$ cat config.mk
export PLATFORM = sky130hd
export DESIGN_NAME = rotate_and_trial_division_factor_unit
export DESIGN_NICKNAME = d
export VERILOG_FILES = /design/src/sv/rtdf_pkg.sv /design/src/sv/rtdf_div.sv /design/src/sv/rotate_and_trial_division_factor_unit.sv
export SDC_FILE = /design/constraint.sdc
export NUM_CORES = 1
export LEC_CHECK = 0
export ABC_AREA = 1
export BUFFER_PORTS_ARGS = -buffer_cell sky130_fd_sc_hd__buf_4
export CELL_PAD_IN_SITES_DETAIL_PLACEMENT = 2
export CELL_PAD_IN_SITES_GLOBAL_PLACEMENT = 2
export CORE_UTILIZATION = 37
export DETAILED_ROUTE_END_ITERATION = 10
export GPL_ROUTABILITY_DRIVEN = 1
export PLACE_DENSITY = 0.77
export SLEW_MARGIN = 20
export SYNTH_ARGS = -nofsm -noshare
export SYNTH_HDL_FRONTEND = slang
export SYNTH_HIERARCHICAL = 1
export SYNTH_SLANG_ARGS = --single-unit
$ cat constraint.sdc
create_clock -name clk -period 6.65 [get_ports clk]
set_input_delay 0.3325 -clock clk [delete_from_list [all_inputs] [get_ports clk]]
set_output_delay 0.3325 -clock clk [all_outputs]
set_load 0.03 [all_outputs]
$ cat src/sv/rtdf_pkg.sv
`timescale 1ns / 1ps
// ---------------------------------------------------------------------------
// rtdf_pkg: shared definitions for the rotate and trial division factor unit
// Field widths, result limits and the divider status bundle.
// ---------------------------------------------------------------------------
package rtdf_pkg;

  localparam int WIDTH_DEFAULT = 32;
  localparam int VALUE_W       = 32;
  localparam int AMOUNT_W      = 5;
  localparam int FACTOR_W      = 32;
  localparam int MAX_RESULTS   = 31;
  localparam int FIRST_DIVISOR = 2;

  typedef struct packed {
    logic busy;
    logic done;
  } div_status_t;

endpackage

$ cat src/sv/rtdf_div.sv
`timescale 1ns / 1ps
// ---------------------------------------------------------------------------
// rtdf_div: iterative restoring divider
// Produces one quotient bit per cycle; quotient and remainder hold until the
// next start.
// ---------------------------------------------------------------------------
module rtdf_div import rtdf_pkg::*; #(
  parameter int WIDTH = WIDTH_DEFAULT
) (
  input  logic             clk,
  input  logic             rst,
  input  logic             start,
  input  logic [WIDTH-1:0] dividend,
  input  logic [WIDTH-1:0] divisor,
  output logic [WIDTH-1:0] quotient,
  output logic [WIDTH-1:0] remainder,
  output div_status_t      status
);

  localparam int CW = $clog2(WIDTH);

  logic [WIDTH-1:0] acc;
  logic [WIDTH-1:0] quo;
  logic [WIDTH-1:0] dsr;
  logic [CW-1:0]    cnt;
  logic             busy;
  logic             done;
  logic [WIDTH:0]   shifted;
  logic [WIDTH:0]   trial;

  assign shifted = {acc, quo[WIDTH-1]};
  assign trial   = shifted - {1'b0, dsr};

  always_ff @(posedge clk) begin
    if (rst) begin
      busy <= 1'b0;
      done <= 1'b0;
    end else begin
      done <= busy && !start && (cnt == '0);
      if (start) begin
        acc  <= '0;
        quo  <= dividend;
        dsr  <= divisor;
        cnt  <= CW'(WIDTH - 1);
        busy <= 1'b1;
      end else if (busy) begin
        // A clear top bit of the trial difference means the divisor fits.
        if (!trial[WIDTH]) begin
          acc <= trial[WIDTH-1:0];
          quo <= {quo[WIDTH-2:0], 1'b1};
        end else begin
          acc <= shifted[WIDTH-1:0];
          quo <= {quo[WIDTH-2:0], 1'b0};
        end
        if (cnt == '0) begin
          busy <= 1'b0;
        end else begin
          cnt <= cnt - 1'b1;
        end
      end
    end
  end

  assign quotient    = quo;
  assign remainder   = acc;
  assign status.busy = busy;
  assign status.done = done;

endmodule

$ cat src/sv/rotate_and_trial_division_factor_unit.sv
`timescale 1ns / 1ps
// ---------------------------------------------------------------------------
// rotate_and_trial_division_factor_unit: rotate a word and factor it
// Rotates the input right and emits its prime factors in ascending order.
// ---------------------------------------------------------------------------
// Usage: an input transfer (value, rotate_amount) rotates the low WIDTH bits
// of value right by rotate_amount modulo WIDTH and factors the result by
// trial division from 2 upward. Each prime factor leaves as one output
// transfer, repeated by multiplicity, and the final one has last set. A
// rotated value of 0 or 1 gives a single result with factor 0 and last set.
// Each divisor trial is one pass through the shared restoring divider, and
// a divisor that divides is then emitted. Trials run until the divisor
// squared exceeds the cofactor, so an item needs up to about 2^(WIDTH/2)
// trials, and a rotated value of 0 or 1 needs no trial at all.
// in_ready is high only while no item is being factored; the next item may
// be taken while the final result still waits in the output register.
// When the receiver stalls, the sequencer holds the pending factor and
// waits. Reset empties the output register and returns to idle.
// ---------------------------------------------------------------------------
module rotate_and_trial_division_factor_unit import rtdf_pkg::*; #(
  parameter int WIDTH = WIDTH_DEFAULT
) (
  input  logic                clk,
  input  logic                rst,
  input  logic                in_valid,
  output logic                in_ready,
  input  logic [VALUE_W-1:0]  value,
  input  logic [AMOUNT_W-1:0] rotate_amount,
  output logic                out_valid,
  input  logic                out_ready,
  output logic [FACTOR_W-1:0] factor,
  output logic                last
);

  localparam int EXT_W = (WIDTH > VALUE_W) ? WIDTH : VALUE_W;
  localparam int RW    = $clog2(WIDTH);
  localparam int NW    = $clog2(MAX_RESULTS);
  localparam logic [NW-1:0] N_LAST = NW'(MAX_RESULTS - 1);

  typedef enum logic [2:0] {
    S_IDLE,
    S_CHECK,
    S_DIV,
    S_DECIDE,
    S_EMIT
  } state_t;

  state_t           state;
  logic [WIDTH-1:0] rem;
  logic [WIDTH-1:0] d;
  logic [NW-1:0]    n;
  logic [WIDTH-1:0] pend_factor;
  logic             pend_last;
  logic             div_start;
  logic             emit_now;

  logic [WIDTH-1:0] div_q;
  logic [WIDTH-1:0] div_r;
  div_status_t      div_stat;

  logic [EXT_W-1:0]   value_ext;
  logic [WIDTH-1:0]   value_w;
  logic [6:0]         amt_red;
  logic [RW-1:0]      rot;
  logic [2*WIDTH-1:0] rot_pair;
  logic [WIDTH-1:0]   rotated;
  logic [EXT_W-1:0]   pend_ext;

  // Reduce the rotate amount modulo WIDTH; four subtractions cover WIDTH >= 8.
  always_comb begin
    amt_red = 7'(rotate_amount);
    for (int i = 0; i < 4; i++) begin
      if (amt_red >= 7'(WIDTH)) begin
        amt_red = amt_red - 7'(WIDTH);
      end
    end
  end

  assign value_ext = EXT_W'(value);
  assign value_w   = value_ext[WIDTH-1:0];
  assign rot       = amt_red[RW-1:0];
  assign rot_pair  = {value_w, value_w} >> rot;
  assign rotated   = rot_pair[WIDTH-1:0];
  assign pend_ext  = EXT_W'(pend_factor);

  assign in_ready = (state == S_IDLE);

  // The output register takes a new factor when it is empty or being drained.
  assign emit_now = (state == S_EMIT) && (!out_valid || out_ready);

  rtdf_div #(
    .WIDTH(WIDTH)
  ) u_div (
    .clk      (clk),
    .rst      (rst),
    .start    (div_start),
    .dividend (rem),
    .divisor  (d),
    .quotient (div_q),
    .remainder(div_r),
    .status   (div_stat)
  );

  always_ff @(posedge clk) begin
    if (rst) begin
      state     <= S_IDLE;
      out_valid <= 1'b0;
      div_start <= 1'b0;
    end else begin
      if (emit_now) begin
        out_valid <= 1'b1;
      end else if (out_ready) begin
        out_valid <= 1'b0;
      end
      case (state)
        S_IDLE: begin
          if (in_valid) begin
            rem   <= rotated;
            d     <= WIDTH'(FIRST_DIVISOR);
            n     <= '0;
            state <= S_CHECK;
          end
        end
        S_CHECK: begin
          if (rem <= WIDTH'(1)) begin
            pend_factor <= '0;
            pend_last   <= 1'b1;
            state       <= S_EMIT;
          end else if (!div_stat.busy) begin
            div_start <= 1'b1;
            state     <= S_DIV;
          end
        end
        S_DIV: begin
          div_start <= 1'b0;
          if (div_stat.done) begin
            state <= S_DECIDE;
          end
        end
        S_DECIDE: begin
          if (d > div_q) begin
            // No divisor up to the square root: the cofactor is prime.
            pend_factor <= rem;
            pend_last   <= 1'b1;
            state       <= S_EMIT;
          end else if (div_r == '0) begin
            rem         <= div_q;
            pend_factor <= d;
            pend_last   <= (div_q == WIDTH'(1)) || (n == N_LAST);
            n           <= n + 1'b1;
            state       <= S_EMIT;
          end else begin
            d     <= d + 1'b1;
            state <= S_CHECK;
          end
        end
        S_EMIT: begin
          if (emit_now) begin
            factor <= pend_ext[FACTOR_W-1:0];
            last   <= pend_last;
            state  <= pend_last ? S_IDLE : S_CHECK;
          end
        end
        default: begin
          state <= S_IDLE;
        end
      endcase
    end
  end

endmodule

==> results.md <==
- The flow ran to the end, and the final reports show no timing, DRC or antenna violations.
- In the detailed route, the total length drawn on met3 is between 1.5 and 2 mm.
- The share of the Yosys chip area taken by registers is 45.7%.
- The post-route netlist has 9.52% of its cells at a drive strength greater than 1.
- The cell that appears most often on the critical path is nand2_1.
- The standby leakage power is around 8 nW.
- After the last flow step, the layout net total stands at 2198.
- The row count is 75.
- The startpoint type of the worst setup path is a flop.
- Gates resized during post-CTS repair numbered 0.
- The die is 209 µm wide.
- The number of cells on the critical path is 15.
- The post-synthesis cell area is 15800 µm².
- The number of nets in the synthesized netlist is 2147.
- The area share of xor/xnor cells in the synthesized design is under 10%.
- The largest net degree at the start of global routing is 67.
- For this run, the slowest stage of the critical path takes 0.50 ns.
- The number of antenna diodes in the final layout is 0.
- The synthesized design contains 236 enable-type register cells.
- The die is 209 µm tall.
- The synthesis-stage register bit count is 243.
- At the worst endpoint, the required time is 6.91 ns.
- The design draws 0.00637 W.
- The number of standard cells after synthesis is a little over 2000.
- Compared with the post-synthesis result, the final layout area differs by 12.6%.
- The number of instances on the worst hold path is 2.
- The die outline area is 43600 µm².
- Headroom to the max-slew limit came out at between 30% and 40%.
- The hold violation total from the final report is 0.
- Each instance of the synthesized netlist takes up on average just under 8 µm².
- The critical path contains buffers and inverters numbering 3 combined.
- The category of the worst setup path capture point is a flop.
- The worst supply voltage drop on vdd is 0.200 mV.
- In this run the tool buffered the top-level ports with 75 buffer cells.
- After detailed routing, the average wire length per cell comes to 22.0 µm.
- The final design instance area without fill is 17800 µm².
- The share of cell area taken by muxes after synthesis is ~1.0%.
- The total core area is approximately 42000 µm².
- Across every metal layer, demand over resource in global routing totals between 20% and 30%.
- Derived from the worst setup path, the maximum achievable clock frequency is 0.282 GHz.
- Synthesis instantiated 50 different standard cells from the library.
- The final layout contains routed wiring with a total length of 58.4 mm.
- The Yosys step of the flow raised 6 warnings.
- The final critical delay including setup and external delays is 3.55 ns.
- The class of the most critical hold timing path is in -> reg.
- The final core area utilization is 42.4%.
- The initial antenna violation count is 0.
- Post-CTS timing repair inserted 0 buffers for setup.
- The filler cell count in the final layout is about 4900.
- The clock arrives with 0.0169 ns of skew.
- Clock tree synthesis found a total of 243 sinks.
- The simple-gate portion of the synthesized area is approximately 30%.
- The first detailed-routing pass took 5 iterations.
- Once detail routing completed, the nets flagged for antenna violations numbered 0.
- The setup violation total in the final timing report is 0.
- The category of the critical setup timing path is reg -> reg.
- The number of buffers added by the clock tree synthesis step is 29.
- Among all flip-flop cells after synthesis, the most frequent one is edfxtp_1.
- The number of pins with negative max-slew slack in the final report was 0.
- For this configuration, the core starts out at a cell density of 37.6%.
- The TritonCTS clock tree is done.
- The number of global-route vias before repair is 15500.
- Of the total synthesized cell area, the portion taken by full adders, half adders and majority gates is 5.50%.
- The highest-delay cell along the critical path is edfxtp_1.
- Walking the worst path, the cells encountered are inv_1, ha_1, nand2_1, nor2_1, nand2_1, nor2_1, nand2_1, o21ai_0, nor2_1, nand2_1, nand2_1, inv_2, nand2_2, nor3b_2, buf_4.
- In the final layout, flip-flops and latches occupy 7230 µm².
- The share of flip-flops with an asynchronous set or reset after synthesis is 0%.
- The tree is rooted in a clkbuf_16.
- The insertion delay of the later-clocked pin in the worst-skew pair is 0.57 ns.
- The largest buffer count on any clock path is 3.
- The power density of the placed cells is around 360 nW/µm².
- The sum of net half-perimeters after detailed placement is between 40 and 50 mm.
- In the routed design, unresolved DRC markers number 0.
- The cell class contributing the biggest share of worst-path delay is simple AND/OR/NAND/NOR gates.
- Dividing the detail-routed via count by the number of cells gives 5.40.
- Routability-driven placement finished with a final weighted congestion of 0.824.
- After detailed placement, the total cell area comes to 16900 µm².
- The number of maximum-capacitance violations is 0.
- Measured in cells, the most critical reg-to-reg path has a length of 15.
- The fraction of the mapped netlist area in compound gates is 7.86%.
- The final sum of negative setup slack is 0 ns.
- Setup repair after global routing left no endpoint under its margin.
- The hold buffer count at cts is 0.
- The highest layer touched by signal routing is met4.
- The clock transition at the registers of the reported paths is 0.06 ns.
- Along the worst path, the maximum fanout reaches 37.
- The number of top-level pins is 76.
- The ratio of final minimum period to clock period is ~53%.
- In this run the number of H-tree levels came out at 1.
- The first global-routing pass estimated 90.2 mm of wire.
- The slew of the pin with the lowest slew margin is roughly 1.0 ns.
- The main combinational cell family by area after synthesis is simple AND/OR/NAND/NOR gates.
- The first routing iteration left 685 violations.
- The routed layout has between 10000 and 15000 vias.
- For this block, wires on met1 add up to 24.7 mm.
- The total met2 wirelength after detailed routing is 30.1 mm.
- The area of combinational cells with multiple inputs is ~7300 µm².
- The arrival time of the worst setup path is 3.81 ns.
- The total overflow left after global routing is 0.
[cell families after synthesis]
kind of cell	Yosys count
adders and majority gates	69
AOI/OAI and AO/OA	233
muxes	16
buffers and inverters	332
and+or+nand+nor	1124
DFF	243
xor gates and xnor gates	20
[cell usage after synthesis (3+ instances only)]
| master | n | area share (%) |
|---|---|---|
| a21o_1 | 3 | 0.14 |
| o22ai_1 | 8 | 0.32 |
| nand3_2 | 6 | 0.38 |
| o21a_1 | 11 | 0.52 |
| buf_2 | 18 | 0.57 |
| inv_2 | 8 | 0.19 |
| xor2_1 | 18 | 1.0 |
| clkbuf_1 | 27 | 0.64 |
| o21ai_0 | 123 | 3.9 |
| dfxtp_1 | 7 | 0.89 |
| nand3_1 | 129 | 4.1 |
| nand2_2 | 11 | 0.43 |
| nor3_1 | 25 | 0.79 |
| edfxtp_1 | 236 | 45 |
| o21bai_1 | 3 | 0.14 |
| buf_6 | 5 | 0.36 |
| mux2i_1 | 16 | 1.0 |
| buf_1 | 14 | 0.33 |
| nor3b_1 | 3 | 0.14 |
| nor2_1 | 159 | 3.8 |
| nor2_2 | 12 | 0.47 |
| a21oi_1 | 63 | 2.0 |
| ha_1 | 68 | 5.4 |
| nand2_1 | 704 | 17 |
| nand3b_1 | 10 | 0.47 |
| nand2_4 | 5 | 0.36 |
| nor2_4 | 3 | 0.21 |
| o21ai_1 | 16 | 0.51 |
| or2_2 | 4 | 0.16 |
| nor4_1 | 15 | 0.59 |
| inv_1 | 258 | 6.1 |
| nand4_1 | 24 | 0.95 |
[flip-flops by register name, summed over array words and instances, names as in the netlist, 3 cells and up]
signal           count
d                   32
factor              32
pend_ext            32
rem                 32
u_div/dsr           32
u_div/quotient      32
u_div/remainder     32
n                    5
u_div/cnt            5
state                3
[metal layers]
metal,vias up,track usage (%)
met2,243,49.6
met3,92,2.72
met4,0,8.82
met5,-,0
met1,7192,32.2
li1,6787,-
[layout by cell type (no fill, tap or decap), drive strengths merged, types with 3 or more instances in the layout]
cell    instances
edfxtp        236
or2             4
dfxtp           7
nand3         136
o21ai         139
nor3b           4
nand3b         10
o21bai          3
clkbuf         34
mux2i          16
a21o            3
o21a           11
nand2         721
nor3           29
a21oi          65
bufinv          3
buf            86
ha             68
o22ai           8
nand4          25
clkinv         13
inv           268
nor2          174
xor2           18
nor4           17
[final cells by class]
type | count | share of cell area, %
multi-input cells | 1462 | 41.1
flip-flops and latches | 243 | 40.5
inverters | 266 | 5.60
clock buffers | 34 | 4.18
well taps | 539 | 3.78
repair buffers | 86 | 3.62
clock inverters | 20 | 1.21
[final timing paths]
path | slack [ns] | to | startpoint
max reg2reg | 3.10 | rem[2]$_DFFE_PP_ | u_div/quotient[31]$_DFFE_PP_
max | 3.10 | rem[2]$_DFFE_PP_ | u_div/quotient[31]$_DFFE_PP_
min | 0.05 | state[0]$_SDFFE_PP0P_ | rst
min reg2reg | 0.42 | factor[2]$_DFFE_PP_ | pend_ext[2]$_SDFFCE_PN0P_
[metrics by stage]
step | setup WS [ns] | instances | hold WS, ns
after floorplan | 1.80 | 2037 | 0.400
after global placement | 3.44 | 2596 | 0.402
after detailed placement | 3.23 | 2596 | 0.405
after CTS | 3.11 | 2650 | 0.0296
after global routing | 2.94 | 2650 | 0.0390
final | 3.10 | 2650 | 0.0502
[report_power, final]
group | internal, W | total [W] | leakage, nW | switching, W
sequential | 0.00213 | 0.00237 | 2.24 | 0.000241
clock | 0.000930 | 0.00163 | 0.470 | 0.000702
combinational | 0.000678 | 0.00237 | 5.41 | 0.00169
(Power assumes the default switching activity.)
